===== config.mk =====
export PLATFORM = sky130hd
export DESIGN_NAME = array_list_insert_delete_core
export DESIGN_NICKNAME = d
export VERILOG_FILES = /design/src/hdl/alid_pkg.sv /design/src/hdl/alid_ctrl.sv /design/src/hdl/alid_dpath.sv /design/src/hdl/array_list_insert_delete_core.sv
export SDC_FILE = /design/constraint.sdc
export NUM_CORES = 1
export LEC_CHECK = 0
export BUFFER_PORTS_ARGS = -buffer_cell sky130_fd_sc_hd__buf_2
export CORE_MARGIN = 2
export CORE_UTILIZATION = 30
export CTS_BUF_LIST = sky130_fd_sc_hd__clkbuf_16
export CTS_CLUSTER_SIZE = 10
export DETAILED_ROUTE_END_ITERATION = 10
export GPL_TIMING_DRIVEN = 0
export SYNTH_ARGS = -nofsm -noshare
export SYNTH_HDL_FRONTEND = slang
export SYNTH_SLANG_ARGS = --single-unit

===== constraint.sdc =====
create_clock -name clk -period 13.65 [get_ports clk]
set_input_delay 2.73 -clock clk [delete_from_list [all_inputs] [get_ports clk]]
set_output_delay 2.73 -clock clk [all_outputs]
set_load 0.02 [all_outputs]

===== src/hdl/alid_pkg.sv =====
// shared opcodes, status codes and command bundle for the array list core
package alid_pkg;

  localparam int OPC_W = 3;
  localparam int POS_W = 4;
  localparam int ST_W  = 2;

  localparam logic [OPC_W-1:0] OP_APPEND = 3'd0;
  localparam logic [OPC_W-1:0] OP_READ   = 3'd1;
  localparam logic [OPC_W-1:0] OP_DELETE = 3'd2;
  localparam logic [OPC_W-1:0] OP_INSERT = 3'd3;
  localparam logic [OPC_W-1:0] OP_CLEAR  = 3'd4;

  localparam logic [ST_W-1:0] ST_OK    = 2'd0;
  localparam logic [ST_W-1:0] ST_RANGE = 2'd1;
  localparam logic [ST_W-1:0] ST_FULL  = 2'd2;

  typedef struct packed {
    logic load;        // a beat is accepted this cycle
    logic shift_down;  // delete: cells at and above position take their upper neighbor
    logic shift_up;    // insert: cells above position take their lower neighbor
    logic write_tail;  // append at the current count
    logic rd;          // read the cell at position
  } alid_cmd_t;

endpackage


===== src/hdl/alid_ctrl.sv =====
// controller: handshake, opcode decode, range checks, count and status registers
module alid_ctrl
  import alid_pkg::*;
#(
  parameter int CAPACITY = 16,
  parameter int CNT_W    = 5,
  parameter int IDX_W    = 4
) (
  input  logic             clk,
  input  logic             rst_n,
  input  logic             in_valid,
  output logic             in_ready,
  input  logic [OPC_W-1:0] in_opcode,
  input  logic [POS_W-1:0] in_position,
  output logic             out_valid,
  input  logic             out_ready,
  output logic [CNT_W-1:0] out_element_count,
  output logic [ST_W-1:0]  out_status,
  output alid_cmd_t        cmd,
  output logic [IDX_W-1:0] pos_idx,
  output logic [IDX_W-1:0] tail_idx
);

  localparam int CMP_W = CNT_W + POS_W;

  localparam logic S_IDLE = 1'b0;
  localparam logic S_HOLD = 1'b1;

  logic             state_r, state_nxt;
  logic [CNT_W-1:0] count_r, count_nxt;
  logic [CNT_W-1:0] res_count_r;
  logic [ST_W-1:0]  status_r, status_nxt;
  logic [CMP_W-1:0] pos_ext;
  logic             accept;
  logic             in_range;
  logic             full;
  alid_cmd_t        op_cmd;

  assign in_ready = (state_r == S_IDLE) || out_ready;
  assign accept   = in_valid && in_ready;
  assign pos_ext  = CMP_W'(in_position);
  assign pos_idx  = pos_ext[IDX_W-1:0];
  assign tail_idx = count_r[IDX_W-1:0];
  assign in_range = pos_ext < CMP_W'(count_r);
  assign full     = count_r == CNT_W'(CAPACITY);

  always_comb begin
    op_cmd     = '0;
    count_nxt  = count_r;
    status_nxt = ST_OK;
    unique case (in_opcode)
      OP_APPEND: begin
        if (full) begin
          status_nxt = ST_FULL;
        end else begin
          op_cmd.write_tail = 1'b1;
          count_nxt = count_r + CNT_W'(1);
        end
      end
      OP_READ: begin
        if (!in_range) begin
          status_nxt = ST_RANGE;
        end else begin
          op_cmd.rd = 1'b1;
        end
      end
      OP_DELETE: begin
        if (!in_range) begin
          status_nxt = ST_RANGE;
        end else begin
          op_cmd.shift_down = 1'b1;
          count_nxt = count_r - CNT_W'(1);
        end
      end
      OP_INSERT: begin
        if (!in_range) begin
          status_nxt = ST_RANGE;
        end else if (full) begin
          status_nxt = ST_FULL;
        end else begin
          op_cmd.shift_up = 1'b1;
          count_nxt = count_r + CNT_W'(1);
        end
      end
      OP_CLEAR: begin
        count_nxt = '0;
      end
      default: begin
      end
    endcase
  end

  always_comb begin
    cmd      = accept ? op_cmd : '0;
    cmd.load = accept;
  end

  always_comb begin
    state_nxt = state_r;
    unique case (state_r)
      S_IDLE: if (accept) state_nxt = S_HOLD;
      S_HOLD: if (out_ready && !accept) state_nxt = S_IDLE;
      default: state_nxt = S_IDLE;
    endcase
  end

  always_ff @(posedge clk) begin
    if (!rst_n) begin
      state_r <= S_IDLE;
      count_r <= '0;
    end else begin
      state_r <= state_nxt;
      if (accept) count_r <= count_nxt;
    end
  end

  // result beat registers
  always_ff @(posedge clk) begin
    if (accept) begin
      res_count_r <= count_nxt;
      status_r    <= status_nxt;
    end
  end

  assign out_valid         = (state_r == S_HOLD);
  assign out_element_count = res_count_r;
  assign out_status        = status_r;

  a_count_bound: assert property (@(posedge clk) disable iff (!rst_n)
    count_r <= CNT_W'(CAPACITY))
    else $error("stored count above capacity");

  a_one_move: assert property (@(posedge clk) disable iff (!rst_n)
    $onehot0({cmd.shift_down, cmd.shift_up, cmd.write_tail, cmd.rd}))
    else $error("more than one datapath action in a cycle");

  a_full_status: assert property (@(posedge clk) disable iff (!rst_n)
    accept && status_nxt == ST_FULL |=> count_r == CNT_W'(CAPACITY))
    else $error("full status while list not full");

  a_grow_one: assert property (@(posedge clk) disable iff (!rst_n)
    accept && (op_cmd.write_tail || op_cmd.shift_up) |=> count_r == $past(count_r) + CNT_W'(1))
    else $error("count did not grow by one");

endmodule


===== src/hdl/alid_dpath.sv =====
// datapath: row of element cells with shift paths, read select and read data register
module alid_dpath
  import alid_pkg::*;
#(
  parameter int CAPACITY   = 16,
  parameter int DATA_WIDTH = 32,
  parameter int IDX_W      = 4
) (
  input  logic                         clk,
  input  alid_cmd_t                    cmd,
  input  logic        [IDX_W-1:0]      pos_idx,
  input  logic        [IDX_W-1:0]      tail_idx,
  input  logic signed [DATA_WIDTH-1:0] in_value,
  output logic signed [DATA_WIDTH-1:0] out_read_value
);

  logic [DATA_WIDTH-1:0] cells_r [CAPACITY];
  logic [DATA_WIDTH-1:0] read_value_r;

  for (genvar i = 0; i < CAPACITY; i++) begin : g_cell
    logic [DATA_WIDTH-1:0] upper;
    logic [DATA_WIDTH-1:0] lower;
    logic                  at_pos;
    logic                  above_pos;

    // end cells wrap to themselves; those paths are never taken
    assign upper     = cells_r[(i + 1 < CAPACITY) ? i + 1 : i];
    assign lower     = cells_r[(i > 0) ? i - 1 : i];
    assign at_pos    = pos_idx == IDX_W'(i);
    assign above_pos = IDX_W'(i) > pos_idx;

    always_ff @(posedge clk) begin
      if (cmd.shift_down && (at_pos || above_pos) && (i + 1 < CAPACITY)) begin
        cells_r[i] <= upper;
      end else if (cmd.shift_up && above_pos) begin
        cells_r[i] <= lower;
      end else if (cmd.shift_up && at_pos) begin
        cells_r[i] <= in_value;
      end else if (cmd.write_tail && tail_idx == IDX_W'(i)) begin
        cells_r[i] <= in_value;
      end
    end
  end

  always_ff @(posedge clk) begin
    if (cmd.load) begin
      read_value_r <= cmd.rd ? cells_r[pos_idx] : '0;
    end
  end

  assign out_read_value = read_value_r;

endmodule


===== src/hdl/array_list_insert_delete_core.sv =====
// top level of the array list core: controller plus cell datapath
// Ordered list of up to CAPACITY elements kept in a row of registers. Every beat carries
// an opcode (append, read, delete, insert, clear), a position and a value and returns one
// result beat with the read value, the count after the operation and a status (ok,
// position not below count, list full). The whole row of cells shifts in the cycle of
// acceptance, and the result is registered and presented the next cycle. A new beat is
// accepted in the same cycle that the pending result is taken, so the sustained rate is
// one beat per cycle when the result side never stalls.
module array_list_insert_delete_core
  import alid_pkg::*;
#(
  parameter int CAPACITY   = 16,
  parameter int DATA_WIDTH = 32,
  localparam int CNT_W     = $clog2(CAPACITY + 1),
  localparam int IDX_W     = $clog2(CAPACITY)
) (
  input  logic                         clk,
  input  logic                         rst_n,
  input  logic                         in_valid,
  output logic                         in_ready,
  input  logic        [OPC_W-1:0]      in_opcode,
  input  logic        [POS_W-1:0]      in_position,
  input  logic signed [DATA_WIDTH-1:0] in_value,
  output logic                         out_valid,
  input  logic                         out_ready,
  output logic signed [DATA_WIDTH-1:0] out_read_value,
  output logic        [CNT_W-1:0]      out_element_count,
  output logic        [ST_W-1:0]       out_status
);

  alid_cmd_t        cmd;
  logic [IDX_W-1:0] pos_idx;
  logic [IDX_W-1:0] tail_idx;

  alid_ctrl #(
    .CAPACITY (CAPACITY),
    .CNT_W    (CNT_W),
    .IDX_W    (IDX_W)
  ) u_ctrl (
    .clk               (clk),
    .rst_n             (rst_n),
    .in_valid          (in_valid),
    .in_ready          (in_ready),
    .in_opcode         (in_opcode),
    .in_position       (in_position),
    .out_valid         (out_valid),
    .out_ready         (out_ready),
    .out_element_count (out_element_count),
    .out_status        (out_status),
    .cmd               (cmd),
    .pos_idx           (pos_idx),
    .tail_idx          (tail_idx)
  );

  alid_dpath #(
    .CAPACITY   (CAPACITY),
    .DATA_WIDTH (DATA_WIDTH),
    .IDX_W      (IDX_W)
  ) u_dpath (
    .clk            (clk),
    .cmd            (cmd),
    .pos_idx        (pos_idx),
    .tail_idx       (tail_idx),
    .in_value       (in_value),
    .out_read_value (out_read_value)
  );

endmodule


==> reports/qor.yml, run 1 <==
cts:
  clk_pin_slew_worst_paths_ns: 0.06
  cts_tree: "done"
  cts_made_buffers: 68
  root_buffer: "clkbuf_16"
  clockBufferDepth: 3
  cts_setup_buffers: 0
  clock_sinks: 557
  ctsResizeCount: 0
  cts-htree-levels: 3
  clock_latency_ns: 0.66
  cts_hold_buf: 0
power_and_ir_drop:
  power.internal_mw: 2.91
  swShare_pct: 24.9
  p_per_area_mw_per_mm2: 107
  p_sw_mw: 0.967
  clockPowerShare_pct: 42.7
  leakage_nw: 12.3
  peakVddDrop_uv: 83.1
  seqPwrFrac_pct: 49.4
  combPwrFrac_pct: 7.9
timing:
  setup_tns_ns: 0
  rsz0062_at_grt: "false"
  finClkSkew_ns: 0.0379
  fin_crit_sh_pct: 46.9
  slew_viol_final: 11
  max_slew_margin_pct: -3.04
  hold_violations: 0
  fin_crit_ns: 6.40
  finalSetupViolCount: 0
  max_freq_ghz: 0.156
  worstMarginPinSlew_ns: 1.55
placed_design:
  place_congestion: 0.929
  dpl.hpwl_mm: 84.0
  io_buffers: 82
drt:
  via_per_inst: 5.73
  drt_first_pass_iters: 6
  routedWlPerCell_microns: 28.2
  first_iter_violations: 2917
  ant_nets: 0
  wirelength_mm: 116
  vias: 23600
  drc: 0
outcome:
  violations: "capacitance limit, slew limit"
  status: "complete, but fails checks"
floorplanning:
  pin_count: 84
  die_x_microns: 329
  core_sq_mm: 0.105
  start_util_pct: 30.2
  die-area_sq_mm: 0.108
  row_count: 119
  die_h_microns: 329
grt:
  grt_overflow_total: 0
  grt_start_max_net_pins: 45
  antenna_found_initial: 10
  grt_pass1_wl_mm: 164
  grt_pass1_vias: 23000
  grt_usage_pct: 21.1
job:
  maxCapViolCount: 2
worst_hold_path:
  hold_start: "u_dpath.cells_r[9][16]"
  hold_class: "reg2reg"
critical_path:
  startpoint: "in_position[0]"
  path_class: "in2reg"
  cp_max_fo: 10
  worstPathArrival_ns: 6.78
  start_kind: "input pin"
  endpoint_kind: "flip-flop"
  r2r_slack_ns: 9.05
  cp.required_ns: 14.02
  r2r-start: "u_ctrl.count_r[0]"
yosys:
  dominantRegCellSynth: "edfxtp_1"
  avgSynthCellArea_sq_um: 12.6
  seq_area_frac_synth_pct: 52.5
  yosys_warnings: 0
  synth-edff-count: 551
  syn_inst: 2521
  synth_seq_cells: 557
  synthArstFlopShare_pct: 0
  netlist_area_sq_mm: 0.0318
  synth_cell_type_count: 63
  syn-num-nets: 2572
finish:
  seq_area_sq_mm: 0.0167
  drive_gt1_share_pct: 19.3
  multiInputGateArea_sq_mm: 0.0141
  final_core_util_pct: 34.6
  fill_cells: 10300
  nets: 2748
  areaGrowthSynthToFinish_pct: 14.4
==> power by group through the flow <==
stage               sequential (mW)  combinational, mW  clock, mW
finish                         1.92              0.307       1.66
global route                   1.92              0.320       1.74
CTS                            1.92              0.302       1.67
detailed placement             1.95              0.302          0
global placement               1.95              0.290          0
floorplan                      1.95              0.171          0
==> path summary, 6_finish.rpt <==
check,depth (start not counted),end
max,8,u_dpath.cells_r[15][13]
min,1,u_dpath.cells_r[8][16]
max reg2reg,10,u_dpath.cells_r[14][4]
min reg2reg,1,u_dpath.cells_r[8][16]
==> synthesized netlist by cell type (all sizes together), types with 5 or more instances <==
| library cell | instances | area (sq um) |
|---|---|---|
| a32oi | 6 | 52.6 |
| o21ai | 109 | 546 |
| clkbuf | 148 | 559 |
| a22o | 35 | 307 |
| o221a | 33 | 372 |
| a21o | 34 | 255 |
| mux4 | 160 | 3600 |
| o211ai | 5 | 37.5 |
| a21oi | 301 | 1510 |
| edfxtp | 551 | 16500 |
| ha | 8 | 100 |
| nand2 | 122 | 458 |
| buf | 83 | 430 |
| dfxtp | 6 | 120 |
| mux2 | 64 | 721 |
| nor2 | 313 | 1190 |
| inv | 10 | 37.5 |
| nor2b | 37 | 231 |
| nor3 | 10 | 50.1 |
| mux2i | 384 | 3840 |
| and2 | 8 | 50.1 |
| nand2b | 37 | 231 |
==> cells by family after synthesis <==
kind of cell    Yosys count  synth area share [%]
compound gates          563                  10.9
simple gates            544                  7.31
flops                   557                  52.5
mux                     608                  25.7
fa+ha+maj                 8                 0.315
buf+inv                 241                  3.24
==> cells in the final DEF, fill, tap and decap left out, drive strengths merged, types with 4 or more instances in the layout <==
master  instances
nor2          313
o221a          33
ha              8
o21ai         109
nand2b         37
a22o           35
dfxtp           6
a22oi           4
clkinv         11
a21boi          4
o21a            4
o211ai          5
buf           185
a21o           34
nor2b          37
mux2           64
clkbuf        220
inv            26
a32oi           6
edfxtp        551
mux2i         384
mux4          160
a21oi         301
a32o            4
nor3           10
and2            8
nand2         122
==> state kept, by name, indices dropped and copies added, names as in the netlist <==
| signal | cells |
|---|---|
| u_ctrl.count_r | 5 |
| u_dpath.out_read_value | 32 |
| u_ctrl.out_valid | 1 |
| u_ctrl.out_status | 2 |
| u_ctrl.out_element_count | 5 |
| u_dpath.cells_r | 512 |
==> metal layers <==
metal  GRT usage [%]  wire (microns)
met1            27.1           45000
met2            32.8           52600
met3            5.82           12500
met4            10.1            5970
met5               0              82
==> stage by stage <==
step           area (sq um)  power [mW]  hold slack (ns)  std cells  setup WS [ns]
5_1_grt               36300        3.97            0.601       4115           7.27
4_1_cts               36300        3.89            0.582       4114           7.47
2_1_floorplan         31800        2.12            0.538       2521           5.95
3_5_place_dp          34400        2.25            0.565       4018           6.81
6_report              36300        3.88            0.581       4116           7.25
3_3_place_gp          33900        2.24            0.559       3994           1.50
==> final cells by class <==
class	count	area share, %
inverter	10	0.110
tap	1391	4.79
timing repair buffer	106	2.33
multi-input combinational	1723	38.9
clock buffer	68	4.68
clock inverter	28	0.555
buffer	231	2.75
sequential	557	45.9
antenna	2	0.0138
==> critical path, cell delays in order <==
cell	delay (ns)
buf_2	0.14
buf_2	0.26
buf_2	0.43
buf_2	0.55
buf_1	0.88
a31oi_1	0.62
clkbuf_1	0.68
mux2_2	0.47
No activity file was read; power rests on OpenSTA's default activity.
==> run 2, diff against run 1 <==
--- a/config.mk
+++ b/config.mk
@@ -5,6 +5,7 @@
 export SDC_FILE = /design/constraint.sdc
 export NUM_CORES = 1
 export LEC_CHECK = 0
+export ABC_AREA = 1
 export BUFFER_PORTS_ARGS = -buffer_cell sky130_fd_sc_hd__buf_2
 export CORE_MARGIN = 2
 export CORE_UTILIZATION = 30
==> constraint.sdc (replaced) <==
create_clock -name clk -period 6.1 [get_ports clk]
set_input_delay 1.22 -clock clk [delete_from_list [all_inputs] [get_ports clk]]
set_output_delay 1.22 -clock clk [all_outputs]
set_load 0.02 [all_outputs]
==> run 2 against run 1 <==
The run still ends with capacitance limit, slew limit left; global-route usage rose by 4.7 points; worst setup slack lost 5.6 ns; critical path type unchanged; synthesized cell count grew 78%; critical path depth up 1; worst hold slack worse by 0.069 ns; utilization down 0.25 points; register-to-register slack got worse by 7.1 ns; routed wire length is 34% higher; first-iteration DRC count rose by 91%; non-clock buffer count up 81; die area grew 7.3%; clock-buffer cell count is 2 higher.
==> reports/qor.yml, run 2 <==
yosys:
  yosysTopAreaCell: "edfxtp_1"
  synthArstFlopShare_pct: 0
  synthTopCellsByArea: "edfxtp_1 49%, nand2_1 18%, o21ai_0 6.2%"
  netlist_top_cells_count: "1,605 x nand2_1, 551 x edfxtp_1, 424 x o21ai_0, 421 x inv_1, 349 x nor2_1"
  synth_cell_type_count: 46
  synth.most_common_cell: "nand2_1"
  synth_seq_cells: 557
  synth_top_area_share_pct: 48.5
  seq_area_frac_synth_pct: 48.9
  syn_inst: 4478
  dominantRegCellSynth: "edfxtp_1"
  synth-edff-count: 551
  netlist_area_sq_mm: 0.0341
  yosys_warnings: 0
  syn-num-nets: 4529
  avgSynthCellArea_sq_um: 7.62
placed_design:
  dpl.hpwl_mm: 118
  placed_area_sq_mm: 0.0367
  place_inst: 6077
  io_buffers: 81
  place_congestion: 0.973
  pre_cts_ws_ns: 1.23
finish:
  design_area_sq_mm: 0.0387
  nets: 4698
  final_common_cell: "nand2_1"
  largest_reg_flops: 512
  drive_gt1_share_pct: 9.62
  areaGrowthSynthToFinish_pct: 13.3
  final_cell_mix: "1,602 x nand2_1, 551 x edfxtp_1, 438 x inv_1"
  regMostFlops: "u_dpath.cells_r"
  instances_no_fill: 6180
  fill_cells: 12100
floorplanning:
  core_sq_mm: 0.113
  die_x_microns: 341
  die-area_sq_mm: 0.116
  start_util_pct: 30.3
  row_count: 123
  pin_count: 84
  die_h_microns: 341
timing:
  max_freq_ghz: 0.225
  rsz0062_at_grt: "false"
  finalSetupViolCount: 0
  worstMarginPinSlew_ns: 1.64
  max_slew_margin_pct: -9.19
  hold_violations: 0
  worst_slack_ns: 1.65
  whs_ns: 0.512
  fin_crit_sh_pct: 72.9
  finClkSkew_ns: 0.0345
  fin_crit_ns: 4.45
  slew_viol_final: 46
grt:
  grt_overflow_total: 0
  antenna_found_initial: 6
  grt_pass1_vias: 31500
  grt_usage_pct: 25.8
  grt_pass1_wl_mm: 218
  grt_start_max_net_pins: 49
drt:
  drt_first_pass_iters: 6
  wirelength_mm: 155
  first_iter_violations: 5582
  vias: 34200
  drc: 0
  via_per_inst: 5.54
  wl_met1_mm: 60.7
  ant_nets: 0
  route.top_layer_used: "met5"
  routedWlPerCell_microns: 25.1
  wl_met2_mm: 65.6
  dr_wl_met3_mm: 20.4
critical_path:
  critPathSlowestCell: "nand3b_1"
  cp_max_fo: 17
  cp.required_ns: 6.49
  endpoint_kind: "flip-flop"
  crit_path_frequent_cell: "buf_2"
  start_kind: "input pin"
  worstPathArrival_ns: 4.84
  max_stage_delay_ns: 0.80
  path_class: "in2reg"
  path_cells: "buf_2 > buf_2 > nand2_1 > o21ai_0 > nor2_2 > buf_4 > buf_2 > nand3b_1 > buf_8"
power_and_ir_drop:
  p_per_area_mw_per_mm2: 235
  leakage_nw: 17.1
  peakVddDrop_uv: 187
cts:
  root_buffer: "clkbuf_16"
  cts_hold_buf: 0
  clockBufferDepth: 3
  cts_made_buffers: 68
  clock_latency_ns: 0.65
  cts_setup_buffers: 0
  clk_pin_slew_worst_paths_ns: 0.05
  ctsResizeCount: 0
  clock_sinks: 557
  cts_tree: "done"
  cts-htree-levels: 3
job:
  maxCapViolCount: 4
outcome:
  status: "complete, but fails checks"
  violations: "capacitance limit, slew limit"
worst_hold_path:
  hold_class: "reg2reg"
==> run 2: cell types whose count changed in the layout (fill, tap and decap cells not counted), sizes merged, moves of 37 or more <==
cell | before | now
mux4 | 160 | 0
mux2 | 64 | 0
nand3 | 3 | 86
o21ai | 109 | 687
a21oi | 301 | 224
inv | 26 | 458
nor2b | 37 | 0
nand2 | 122 | 1624
nand2b | 37 | 0
buf | 185 | 294
a22oi | 4 | 85
nor2 | 313 | 362
mux2i | 384 | 0
==> run 2: where the power goes <==
part,switching [mW],leakage (nW),internal (mW),total [mW]
sequential,0.0480,5.07,4.27,4.32
combinational,0.753,11.0,0.223,0.976
clock,1.72,0.998,2.05,3.77
total,2.53,17.1,6.54,9.07
==> run 2: worst max-delay path: cells and delay by family <==
kind                   cells  cell delay [ns]
and+or+nand+nor            3             1.54
buffers and inverters      5             1.31
AOI/OAI and AO/OA          1             0.73
==> run 2: path summary, 6_finish.rpt <==
path / startpoint / depth (start not counted) / slack (ns) / end
setup / recovery: in_position[1] / 9 / 1.65 / u_dpath.cells_r[11][8]
hold / removal: u_ctrl.out_valid / 2 / 0.51 / u_ctrl.out_valid
setup reg to reg: u_ctrl.count_r[0] / 13 / 1.96 / u_dpath.cells_r[11][8]
hold reg to reg: u_ctrl.out_valid / 2 / 0.51 / u_ctrl.out_valid
==> run 2: layer usage <==
layer	up-vias	GRT usage (%)
li1	15100	-
met1	16300	34.8
met2	2404	38.6
met3	452	6.59
met4	12	11.9
met5	-	0.449
==> run 2: cell type report <==
type | instances | area (sq um) | area share (%)
antenna | 3 | 7.51 | 0.0194
buffer | 319 | 1620 | 4.19
clock buffer | 70 | 1750 | 4.53
clock inverter | 30 | 149 | 0.385
inverter | 440 | 1660 | 4.28
multi-input combinational | 3162 | 14200 | 36.8
sequential | 557 | 16700 | 43.1
tap | 1500 | 1880 | 4.86
timing repair buffer | 99 | 684 | 1.77
==> run 2: cell families (layout without fill, tap and decap cells) <==
kind of cell	count (synthesis)	in the layout	synth area share [%]
xor gates and xnor gates	4	4	0.103
and+or+nand+nor	2088	2088	24.2
AOI/OAI and AO/OA	1062	1062	17.0
buffers and inverters	759	958	9.61
DFF	557	557	48.9
other	0	3	0
adders and majority gates	8	8	0.294
==> run 2: through the flow <==
step / total power [mW] / setup TNS [ns] / util, %
2_1_floorplan: 4.89 / 0 / -
3_3_place_gp: 5.31 / -67.01 / 32.3
3_5_place_dp: 5.33 / 0 / 32.6
4_1_cts: 9.01 / 0 / 34.3
5_1_grt: 9.23 / 0 / 34.3
6_report: 9.07 / 0 / 34.3
